[config.mk]
export PLATFORM = sky130hd
export DESIGN_NAME = sprite_row_rle_decoder
export DESIGN_NICKNAME = d
export VERILOG_FILES = /design/src/srle_pkg.sv /design/src/sprite_row_rle_decoder.sv /design/src/srle_front.sv /design/src/srle_fifo.sv /design/src/srle_back.sv
export SDC_FILE = /design/constraint.sdc
export NUM_CORES = 1
export LEC_CHECK = 0
export BUFFER_PORTS_ARGS = -buffer_cell sky130_fd_sc_hd__buf_2
export CORE_UTILIZATION = 45
export DETAILED_ROUTE_END_ITERATION = 10
export PLACE_DENSITY = 0.67
export SETUP_SLACK_MARGIN = 0.3
export SYNTH_ARGS = -nofsm -noshare
export SYNTH_HDL_FRONTEND = slang
export SYNTH_HIERARCHICAL = 1
export SYNTH_SLANG_ARGS = --single-unit
[constraint.sdc]
create_clock -name clk -period 4.21 [get_ports clk]
set_input_delay 0.421 -clock clk [delete_from_list [all_inputs] [get_ports clk]]
set_output_delay 0.421 -clock clk [all_outputs]
set_load 0.01 [all_outputs]
[src/srle_pkg.sv]
package srle_pkg;

  // Default geometry limit and queue depth between front and back
  localparam int SRLE_MAX_DIM    = 1023;
  localparam int SRLE_FIFO_DEPTH = 2;

  // Fixed field widths
  localparam int CODE_W  = 8;
  localparam int DIM_W   = 10;
  localparam int PIX_W   = 8;
  localparam int CFG_IDX_W = 1;

  // Configuration register indexes
  localparam logic [CFG_IDX_W-1:0] CFG_SPRITE_WIDTH  = 1'd0;
  localparam logic [CFG_IDX_W-1:0] CFG_SPRITE_HEIGHT = 1'd1;

  // Register reset values
  localparam logic [DIM_W-1:0] SPRITE_WIDTH_RST  = 10'd8;
  localparam logic [DIM_W-1:0] SPRITE_HEIGHT_RST = 10'd8;

  // Operations handed from front to back
  typedef enum logic [1:0] {
    OP_LITERAL,
    OP_END_ROW,
    OP_SKIP
  } op_kind_t;

  typedef struct packed {
    op_kind_t          kind;
    logic [CODE_W-1:0] data;   // literal value or skip distance (1..128)
  } op_t;

  // Configuration write beat
  typedef struct packed {
    logic                 we;
    logic [CFG_IDX_W-1:0] index;
    logic [DIM_W-1:0]     data;
  } cfg_wr_t;

endpackage

[src/sprite_row_rle_decoder.sv]
// Sprite row run-length decoder.
// Throughput: one code byte per cycle while the queue has room; the front classifies
// a byte in its accept cycle. The accepting edge writes the op into the queue; the back
// later executes it into the output register once that register is free or draining.
// Run-opening bytes produce no queue entry. Output stalls back up through the 2-entry queue.
// Reset: synchronous active-low rst_n clears mode, counts, column, row, queue; width/height = 8.
module sprite_row_rle_decoder import srle_pkg::*; #(
  parameter int MAX_DIM = SRLE_MAX_DIM
) (
  input  logic                 clk,
  input  logic                 rst_n,
  input  logic                 cfg_we,
  input  logic [CFG_IDX_W-1:0] cfg_index,
  input  logic [DIM_W-1:0]     cfg_wdata,
  input  logic                 in_tvalid,
  output logic                 in_tready,
  input  logic [7:0]           in_tdata,   // [7:0] code_byte
  output logic                 out_tvalid,
  input  logic                 out_tready,
  output logic [31:0]          out_tdata,  // [9:0] pixel_x, [19:10] pixel_y, [27:20] pixel_value
  output logic                 out_tlast,  // sprite_done
  output logic [0:0]           out_tuser   // [0] is_pixel
);

  logic    q_full, q_push, q_valid, q_pop;
  op_t     q_in_op, q_out_op;
  cfg_wr_t cfg;

  assign cfg.we    = cfg_we;
  assign cfg.index = cfg_index;
  assign cfg.data  = cfg_wdata;

  srle_front u_front (
    .clk       (clk),
    .rst_n     (rst_n),
    .in_tvalid (in_tvalid),
    .in_tdata  (in_tdata),
    .q_full    (q_full),
    .in_tready (in_tready),
    .q_push    (q_push),
    .q_op      (q_in_op)
  );

  srle_fifo u_fifo (
    .clk       (clk),
    .rst_n     (rst_n),
    .push      (q_push),
    .push_op   (q_in_op),
    .full      (q_full),
    .pop       (q_pop),
    .pop_valid (q_valid),
    .pop_op    (q_out_op)
  );

  srle_back #(
    .MAX_DIM (MAX_DIM)
  ) u_back (
    .clk        (clk),
    .rst_n      (rst_n),
    .cfg        (cfg),
    .op_valid   (q_valid),
    .op         (q_out_op),
    .op_pop     (q_pop),
    .out_tvalid (out_tvalid),
    .out_tready (out_tready),
    .out_tdata  (out_tdata),
    .out_tlast  (out_tlast),
    .out_tuser  (out_tuser)
  );

  // A result is either a pixel write or the done marker, never both
  a_pix_xor_done: assert property (@(posedge clk) disable iff (!rst_n)
    out_tvalid |-> (out_tuser[0] != out_tlast))
    else $error("result is both or neither pixel and done");

  // The done marker carries an all-zero payload
  a_done_zero: assert property (@(posedge clk) disable iff (!rst_n)
    (out_tvalid && out_tlast) |-> (out_tdata == '0))
    else $error("done result with nonzero payload");

  // The queue only fills through an accepted byte
  a_full_after_push: assert property (@(posedge clk) disable iff (!rst_n)
    $fell(in_tready) |-> $past(in_tvalid))
    else $error("queue filled without an accepted byte");

  // Reset empties the output register
  a_reset_clears: assert property (@(posedge clk)
    !rst_n |=> !out_tvalid)
    else $error("output valid after reset");

endmodule

[src/srle_front.sv]
module srle_front import srle_pkg::*; (
  input  logic              clk,
  input  logic              rst_n,
  input  logic              in_tvalid,
  input  logic [CODE_W-1:0] in_tdata,
  input  logic              q_full,
  output logic              in_tready,
  output logic              q_push,
  output op_t               q_op
);

  logic       lit_run_r, lit_run_nxt;
  logic [6:0] left_r, left_nxt;
  logic       accept;
  logic [6:0] left_dec;

  assign in_tready = !q_full;
  assign accept    = in_tvalid && in_tready;
  assign left_dec  = left_r - 7'd1;

  // Classify the byte and track the literal run
  always_comb begin
    lit_run_nxt = lit_run_r;
    left_nxt    = left_r;
    q_push      = 1'b0;
    q_op.kind   = OP_LITERAL;
    q_op.data   = in_tdata;
    if (accept) begin
      if (lit_run_r) begin
        q_push   = 1'b1;
        left_nxt = left_dec;
        if (left_dec == 7'd0) begin
          lit_run_nxt = 1'b0;
        end
      end else if (in_tdata == '0) begin
        q_push    = 1'b1;
        q_op.kind = OP_END_ROW;
      end else if (in_tdata[CODE_W-1]) begin
        // skip distance is the magnitude; -128 wraps to 128 as unsigned
        q_push    = 1'b1;
        q_op.kind = OP_SKIP;
        q_op.data = ~in_tdata + 8'd1;
      end else begin
        lit_run_nxt = 1'b1;
        left_nxt    = in_tdata[6:0];
      end
    end
  end

  always_ff @(posedge clk) begin
    if (!rst_n) begin
      lit_run_r <= 1'b0;
      left_r    <= 7'd0;
    end else begin
      lit_run_r <= lit_run_nxt;
      left_r    <= left_nxt;
    end
  end

endmodule

[src/srle_fifo.sv]
module srle_fifo import srle_pkg::*; (
  input  logic clk,
  input  logic rst_n,
  input  logic push,
  input  op_t  push_op,
  output logic full,
  input  logic pop,
  output logic pop_valid,
  output op_t  pop_op
);

  localparam int DEPTH = SRLE_FIFO_DEPTH;
  localparam int PTR_W = (DEPTH > 1) ? $clog2(DEPTH) : 1;
  localparam int CNT_W = $clog2(DEPTH + 1);

  op_t              mem_r [DEPTH];
  logic [PTR_W-1:0] wr_ptr_r, wr_ptr_nxt;
  logic [PTR_W-1:0] rd_ptr_r, rd_ptr_nxt;
  logic [CNT_W-1:0] count_r, count_nxt;
  logic             do_pop;

  assign full      = (count_r == CNT_W'(DEPTH));
  assign pop_valid = (count_r != '0);
  assign pop_op    = mem_r[rd_ptr_r];
  assign do_pop    = pop && pop_valid;

  // Advance pointers with wrap and track fill
  always_comb begin
    wr_ptr_nxt = wr_ptr_r;
    rd_ptr_nxt = rd_ptr_r;
    count_nxt  = count_r;
    if (push) begin
      wr_ptr_nxt = (wr_ptr_r == PTR_W'(DEPTH - 1)) ? '0 : wr_ptr_r + PTR_W'(1);
    end
    if (do_pop) begin
      rd_ptr_nxt = (rd_ptr_r == PTR_W'(DEPTH - 1)) ? '0 : rd_ptr_r + PTR_W'(1);
    end
    if (push && !do_pop) begin
      count_nxt = count_r + CNT_W'(1);
    end else if (!push && do_pop) begin
      count_nxt = count_r - CNT_W'(1);
    end
  end

  always_ff @(posedge clk) begin
    if (!rst_n) begin
      wr_ptr_r <= '0;
      rd_ptr_r <= '0;
      count_r  <= '0;
    end else begin
      wr_ptr_r <= wr_ptr_nxt;
      rd_ptr_r <= rd_ptr_nxt;
      count_r  <= count_nxt;
    end
  end

  // Store entries
  always_ff @(posedge clk) begin
    if (push) begin
      mem_r[wr_ptr_r] <= push_op;
    end
  end

endmodule

[src/srle_back.sv]
module srle_back import srle_pkg::*; #(
  parameter int MAX_DIM = SRLE_MAX_DIM
) (
  input  logic             clk,
  input  logic             rst_n,
  input  cfg_wr_t          cfg,
  input  logic             op_valid,
  input  op_t              op,
  output logic             op_pop,
  output logic             out_tvalid,
  input  logic             out_tready,
  output logic [31:0]      out_tdata,
  output logic             out_tlast,
  output logic [0:0]       out_tuser
);

  localparam int COL_MAX = 2 * MAX_DIM + 1;
  localparam int COL_W   = $clog2(COL_MAX + 1);
  localparam int CMP_W   = (COL_W > DIM_W) ? COL_W : DIM_W;
  localparam int SUM_W   = ((COL_W > CODE_W) ? COL_W : CODE_W) + 1;

  logic [DIM_W-1:0] width_r, height_r;
  logic [COL_W-1:0] column_r, column_nxt;
  logic [DIM_W-1:0] row_r, row_nxt;

  logic             vld_r, vld_nxt;
  logic             pix_r, pix_nxt;
  logic             done_r, done_nxt;
  logic [DIM_W-1:0] x_r, x_nxt;
  logic [DIM_W-1:0] y_r, y_nxt;
  logic [PIX_W-1:0] val_r, val_nxt;

  logic [CODE_W-1:0] step;
  logic [SUM_W-1:0]  col_sum;
  logic [COL_W-1:0]  col_sat;
  logic [CMP_W-1:0]  col_ext;
  logic [DIM_W:0]    row_inc;
  logic              do_op;

  // Take a new op whenever the output register is free or draining
  assign op_pop = op_valid && (!vld_r || out_tready);
  assign do_op  = op_pop;

  // Saturating column advance
  assign step    = (op.kind == OP_LITERAL) ? CODE_W'(1) : op.data;
  assign col_sum = SUM_W'(column_r) + SUM_W'(step);
  assign col_sat = (col_sum > SUM_W'(COL_MAX)) ? COL_W'(COL_MAX) : col_sum[COL_W-1:0];
  assign col_ext = CMP_W'(column_r);
  assign row_inc = {1'b0, row_r} + (DIM_W + 1)'(1);

  // Execute op and load the output register
  always_comb begin
    column_nxt = column_r;
    row_nxt    = row_r;
    vld_nxt    = vld_r && !out_tready;
    pix_nxt    = pix_r;
    done_nxt   = done_r;
    x_nxt      = x_r;
    y_nxt      = y_r;
    val_nxt    = val_r;
    if (do_op) begin
      case (op.kind)
        OP_LITERAL: begin
          if (col_ext < CMP_W'(width_r)) begin
            vld_nxt  = 1'b1;
            pix_nxt  = 1'b1;
            done_nxt = 1'b0;
            x_nxt    = col_ext[DIM_W-1:0];
            y_nxt    = row_r;
            val_nxt  = op.data;
          end
          column_nxt = col_sat;
        end
        OP_END_ROW: begin
          column_nxt = '0;
          if (row_inc >= {1'b0, height_r}) begin
            row_nxt  = '0;
            vld_nxt  = 1'b1;
            pix_nxt  = 1'b0;
            done_nxt = 1'b1;
            x_nxt    = '0;
            y_nxt    = '0;
            val_nxt  = '0;
          end else begin
            row_nxt = row_inc[DIM_W-1:0];
          end
        end
        OP_SKIP: begin
          column_nxt = col_sat;
        end
        default: begin
          column_nxt = column_r;
        end
      endcase
    end
  end

  // Control state and configuration
  always_ff @(posedge clk) begin
    if (!rst_n) begin
      width_r  <= SPRITE_WIDTH_RST;
      height_r <= SPRITE_HEIGHT_RST;
      column_r <= '0;
      row_r    <= '0;
      vld_r    <= 1'b0;
    end else begin
      if (cfg.we && cfg.index == CFG_SPRITE_WIDTH) begin
        width_r <= cfg.data;
      end
      if (cfg.we && cfg.index == CFG_SPRITE_HEIGHT) begin
        height_r <= cfg.data;
      end
      column_r <= column_nxt;
      row_r    <= row_nxt;
      vld_r    <= vld_nxt;
    end
  end

  // Result payload
  always_ff @(posedge clk) begin
    pix_r  <= pix_nxt;
    done_r <= done_nxt;
    x_r    <= x_nxt;
    y_r    <= y_nxt;
    val_r  <= val_nxt;
  end

  assign out_tvalid = vld_r;
  assign out_tdata  = {4'd0, val_r, y_r, x_r};
  assign out_tlast  = done_r;
  assign out_tuser  = pix_r;

endmodule
==> flow_metrics.tcl, run 1 <==
set metrics [dict create \
    synth_top_flop_cell "dfxtp_1" \
    grt_pass1_vias 3942 \
    max_stage_delay_ns 0.58 \
    fin_util_pct 52.09 \
    place_area_mm2 0.005972 \
    synthXorXnorAreaFrac_pct 2.977 \
    holdWs_ns 0.2971 \
    seq_area_frac_synth_pct 46.55 \
    switching_share_pct 31.87 \
    maxSlewViolCount 0 \
    synth_edf_count 50 \
    ant_nets 0 \
    ys_top_cells_by_area "edfxtp_1 (27%), dfxtp_1 (20%), ha_1 (7.2%)" \
    timing.fmax_ghz 0.2889 \
    path_clk_slew_ns 0.07 \
    clkPwrFrac_pct 27.1 \
    hold_viol_final 0 \
    synthDistinctLibCells 63 \
    critPathMaxFanout 10 \
    grt_max_degree 55 \
    drt-total-wl_um 11380 \
    synth-seq-cells 105 \
    drc 0 \
    final_area_mm2 0.006282 \
    cts_tree "yes" \
    port_buffers 55 \
    synth_common_cells "nand2_1 (65), dfxtp_1 (55), edfxtp_1 (50)" \
    syn_inst 565 \
    max_slew_margin_pct 36.21 \
    avgViaCountPerCell 5.282 \
    p_seq_share_pct 42.5 \
    insertion_delay_ns 0.34 \
    timing.reg2reg.setup_slack_ns 0.75 \
    wl_per_cell_um 14.52 \
    p_total_w 0.003204 \
    p_int_w 0.002183 \
    yosys.area_share.simple_pct 19.09 \
    core_region_area_mm2 0.01206 \
    vias 4141 \
    synthMuxAreaShare_pct 2.417 \
    layout_min_cycle_time_ns 3.461 \
    start_kind "register" \
    layout-drive-gt1-share_pct 15.58 \
    ctsHoldBuffers 0 \
    crit_type "register to register" \
    rows 40 \
    worst_hold_path_type "input port to register" \
    place_congestion 0.8809 \
    synth_compound_area_share_pct 16.72 \
    p_per_area_mw_per_mm2 510.0 \
    post_cts_buffers 0 \
    antennaDiodeCount 0 \
    p_sw_w 0.001021 \
    area.growth.synth_to_final_pct 12.38 \
    cts.path.max_buffers 2 \
    syn_area_mm2 0.005590 \
    yosysMostFrequentCell "nand2_1" \
    grt_pass1_wl_um 18900 \
    avgSynthCellArea_um2 9.894 \
    cts_buffers 9 \
    cts.repair.resized 0 \
    worstMarginPinSlew_ns 0.9550 \
    peakVddDrop_uv 203.0 \
    firstDrtPassIters 4 \
    grt_overflow_total 0 \
    nets 668 \
    crit_slowest_cell "dfxtp_1" \
    htreeDepth 3 \
    drt_iter0_drc 189 \
    antenna_found_initial 0 \
    hpwl_um 8316 \
    die_x_um 113.5 \
    synthDominantCellAreaShare_pct 26.86 \
    crit_chain "mux2_2, nor2_1, nor2b_1, ha_1, nand3_1, o22ai_1, o31ai_2, nor2_1, o21ai_0, a21boi_0" \
    cp-end-kind "register" \
    critPathArrivalTime_ns 3.71 \
    initial_core_util_pct 46.35 \
    die_area_mm2 0.01287 \
    rsz0062_at_grt "no" \
    outcome "finished, final reports clean" \
    cp.required_ns 4.46 \
    period_share_pct 82.21 \
    io_pins 60 \
    ys_warn_count 6 \
    clockRootBuffer "clkbuf_16" \
    synthAdderAreaFrac_pct 7.520 \
    grt_usage_pct 18.53 \
    synthArstFlopShare_pct 0 \
    yosys.area.top_type "edfxtp_1" \
    cap_violations 0 \
    cts.sinks 105 \
    finClkSkew_ns 0.007975 \
    tns_ns 0 \
    pwr-share-comb_pct 30.4 \
    synth_top_family_by_area "simple AND/OR/NAND/NOR gates" \
    final-setup-viol-count 0 \
    power.leakage_nw 2.518 \
    dieHeight_um 113.5 \
    crit_top_cell "nor2_1" \
]
## power by group through the flow
stage | Combinational, W | Clock, W | Sequential (W)
finish | 0.000975 | 0.000867 | 0.00136
global route | 0.00110 | 0.000932 | 0.00138
CTS | 0.000975 | 0.000888 | 0.00136
detailed placement | 0.000962 | 0 | 0.00138
global placement | 0.000938 | 0 | 0.00138
floorplan | 0.000709 | 0 | 0.00138
## critical path: cells and delay by family, from the launching register on
family	cells	cell delay, ns
AOI/OAI and AO/OA	4	0.97
DFF	1	0.58
adders and majority gates	1	0.38
and+or+nand+nor	4	0.96
muxes	1	0.47
## per-layer routing
layer	wire length (um)	up-vias	track usage, %	part of all wire (%)
met5	0	-	0	0
li1	-	2097	-	-
met4	242	0	8.509	2.1
met1	5543	1895	25.85	49
met2	4987	129	27.64	44
met3	609	20	3.773	5.4
## per-stage QoR
step                worst slack, ns  instances
floorplan                    0.7304        568
finish                       0.7489        784
CTS                          0.6479        784
global route                 0.3801        784
detailed placement           0.7277        768
global placement             0.9028        768
## area by class of cell
cell class | instances | area [um^2]
clock buffers | 13 | 240.2
clock inverters | 3 | 65.06
fillers | 1127 | 5779
inverters | 36 | 135.1
multi-input cells | 403 | 2746
flip-flops and latches | 105 | 2603
well taps | 168 | 210.2
repair buffers | 56 | 282.8
## logic make-up after synthesis
kind of cell | after synthesis
simple gates | 204
compound gates | 131
mux | 12
buf+inv | 60
other cells | 1
xor+xnor | 19
fa+ha+maj | 33
flops | 105
## sequential cells by signal (all words and copies together) (netlist names), 7 cells and up, named ones only
register and flops:
u_fifo/mem_r 20, u_back/col_ext 11, u_back/height_r 10, u_back/row_r 10, u_back/width_r 10, u_back/x_r 10, u_back/y_r 10, u_back/val_r 8
u_front/left_r 7
## layout by cell type, fill, tap and decap left out, types with 4 or more instances in the layout
cell type / netlist / final
a211o_1: 4 / 4
a21boi_0: 25 / 25
a21oi_1: 20 / 20
a22o_1: 9 / 9
a41o_1: 4 / 4
and2_1: 32 / 32
and3_1: 4 / 4
buf_2: 4 / 55
clkbuf_1: 13 / 4
clkbuf_16: 0 / 9
conb_1: 1 / 4
dfxtp_1: 55 / 55
edfxtp_1: 50 / 50
ha_1: 32 / 32
inv_1: 36 / 36
mux2_2: 11 / 11
nand2_1: 65 / 65
nand2b_1: 9 / 9
nand3_1: 12 / 12
nand4_1: 4 / 4
nor2_1: 30 / 30
nor2b_1: 17 / 16
nor3_1: 5 / 5
o21a_1: 4 / 4
o21ai_0: 27 / 27
o21ai_1: 5 / 5
o22ai_1: 4 / 4
or2_2: 4 / 4
xnor2_1: 11 / 11
xor2_1: 8 / 8
## final timing paths
kind	cells past startpoint	from	end
worst max-delay path	10	register	u_back/col_ext[3]
worst min register to register	2	u_front/left_r[6]	u_front/left_r[6]
worst max register to register	10	register	u_back/col_ext[3]
worst min-delay path	1	in_tdata[0]	u_fifo/mem_r[0][0]
(Power assumes the default switching activity.)
==> run 2: changes to the inputs <==
--- a/config.mk
+++ b/config.mk
@@ -8,7 +8,7 @@
 export BUFFER_PORTS_ARGS = -buffer_cell sky130_fd_sc_hd__buf_2
 export CORE_UTILIZATION = 45
 export DETAILED_ROUTE_END_ITERATION = 10
-export PLACE_DENSITY = 0.67
+export PLACE_DENSITY = 0.65
 export SETUP_SLACK_MARGIN = 0.3
 export SYNTH_ARGS = -nofsm -noshare
 export SYNTH_HDL_FRONTEND = slang
==> constraint.sdc (replaced) <==
create_clock -name clk -period 3.6 [get_ports clk]
set_input_delay 0.36 -clock clk [delete_from_list [all_inputs] [get_ports clk]]
set_output_delay 0.36 -clock clk [all_outputs]
set_load 0.01 [all_outputs]
==> flow_metrics.tcl, run 2 (same netlist as run 1, synthesis figures left out) <==
set metrics [dict create \
    hpwl_um 8315 \
    grt_usage_pct 18.15 \
    htreeDepth 3 \
    die_area_mm2 0.01287 \
    p_total_w 0.003667 \
    firstDrtPassIters 5 \
    cts.path.max_buffers 2 \
    core_region_area_mm2 0.01206 \
    max_slew_margin_pct 55.32 \
    ant_nets 0 \
    power.leakage_nw 2.541 \
    worstMarginPinSlew_ns 0.6688 \
    hold_viol_final 0 \
    crit_chain "ha_2, nand3_1, xnor2_1, ha_1, nand4_1, nor2_2, a2111oi_4, or2_2, a311oi_4, nor2b_4, buf_12" \
    layout-drive-gt1-share_pct 17.85 \
    port_buffers 55 \
    outcome "finished, final reports clean" \
    cap_violations 0 \
    area.growth.synth_to_final_pct 13.38 \
    critPathMaxFanout 23 \
    holdWs_ns 0.2547 \
    path_clk_slew_ns 0.07 \
    antennaDiodeCount 0 \
    vias 4111 \
    multi_input_area_mm2 0.002775 \
    grt_pass1_vias 3767 \
    largest_register_ffs 20 \
    initial_core_util_pct 46.35 \
    io_pins 60 \
    final_common_cell "nand2_1" \
    cts_buffers 9 \
    cp.required_ns 3.65 \
    die_x_um 113.5 \
    tns_ns 0 \
    grt_pass1_wl_um 18410 \
    fill_cells 1120 \
    dp.cells 773 \
    nets 674 \
    grt_max_degree 37 \
    rows 40 \
    crit_type "register to register" \
    period_share_pct 87.29 \
    drt_iter0_drc 244 \
    place_area_mm2 0.006027 \
    drc 0 \
    rsz0062_at_grt "no" \
    cts.sinks 105 \
    insertion_delay_ns 0.34 \
    crit_slowest_cell "dfxtp_1" \
    grt_overflow_total 0 \
    place_congestion 0.9012 \
    p_per_area_mw_per_mm2 578.5 \
    start_kind "register" \
    finClkSkew_ns 0.008427 \
    wl_per_cell_um 14.03 \
    timing.fmax_ghz 0.3182 \
    layout_min_cycle_time_ns 3.143 \
    antenna_found_initial 0 \
    maxSlewViolCount 0 \
    final_cells 790 \
    final-setup-viol-count 0 \
    layout_common_cells "nand2_1 (65), buf_2 (55), dfxtp_1 (53), edfxtp_1 (50), inv_1 (36)" \
    peakVddDrop_uv 245.8 \
    drt-total-wl_um 11080 \
    max_stage_delay_ns 0.42 \
    avgViaCountPerCell 5.204 \
    worst_hold_path_type "input port to register" \
    cts_tree "yes" \
    clockRootBuffer "clkbuf_16" \
    dieHeight_um 113.5 \
    final_area_mm2 0.006339 \
    critPathArrivalTime_ns 3.19 \
    largest_register "u_fifo/mem_r" \
    seq_area_mm2 0.002605 \
    cp-end-kind "register" \
]
[run 2: changes by cell type in the layout (fill, tap and decap cells not counted), moves of 2 or more]
cell | previous run | this run
nor2_1 | 30 | 28
bufinv_16 | 2 | 0
dfxtp_2 | 0 | 2
clkinv_2 | 1 | 3
clkinvlp_4 | 0 | 2
clkbuf_1 | 4 | 0
nor2_2 | 0 | 2
buf_4 | 1 | 6
dfxtp_1 | 55 | 53
[run 2: final cells by class]
class	instances	area share (%)
multi-input cells	403	43.78
flip-flops and latches	105	41.10
repair buffers	62	5.369
clock buffers	10	3.770
well taps	168	3.316
inverters	36	2.132
clock inverters	6	0.5330
[run 2: final timing paths]
kind / start / end / slack, ns / cells after the start
hold reg to reg: u_front/left_r[6] / u_front/left_r[6] / 0.46 / 2
hold / removal: in_tdata[0] / u_fifo/mem_r[0][0] / 0.25 / 1
setup / recovery: u_back/row_r[1] / u_back/val_r[3] / 0.46 / 11
setup reg to reg: u_back/row_r[1] / u_back/val_r[3] / 0.46 / 11
[run 2: stage by stage]
step	setup WS (ns)	util (%)
finish	0.4575	52.55
global route	0.2821	52.55
CTS	0.3679	52.34
detailed placement	0.1681	49.97
global placement	0.3439	49.97
floorplan	0.4215	-
[run 2: what timing repair did]
action / CTS / global route
pin swaps: 0 / 0
gates cloned: 0 / 0
resized for setup: 1 / 7
setup buffers: 1 / 0
hold buffers: 0 / 0
endpoints found under the setup margin: 23 / 36
[run 2: metal layers]
| metal | global-route usage [%] | vias to the layer above | part of all wire (%) |
|---|---|---|---|
| met5 | 0 | - | 0 |
| met4 | 5.965 | 0 | 1.6 |
| met3 | 3.401 | 17 | 3.8 |
| met2 | 27.24 | 87 | 43 |
| met1 | 26.29 | 1904 | 52 |
| li1 | - | 2103 | - |
[run 2: critical path: cells and delay by family (launching register included)]
family	cells	cell delay [ns]
xor+xnor	1	0.18
simple gates	5	1.02
flops	1	0.42
fa+ha+maj	2	0.58
compound gates	2	0.43
buf+inv	1	0.18
[run 2: where the power goes]
part           leakage, nW  switching [W]  internal (W)
sequential           0.915       0.000107       0.00147
clock                0.132       0.000422      0.000482
combinational         1.49       0.000679      0.000505
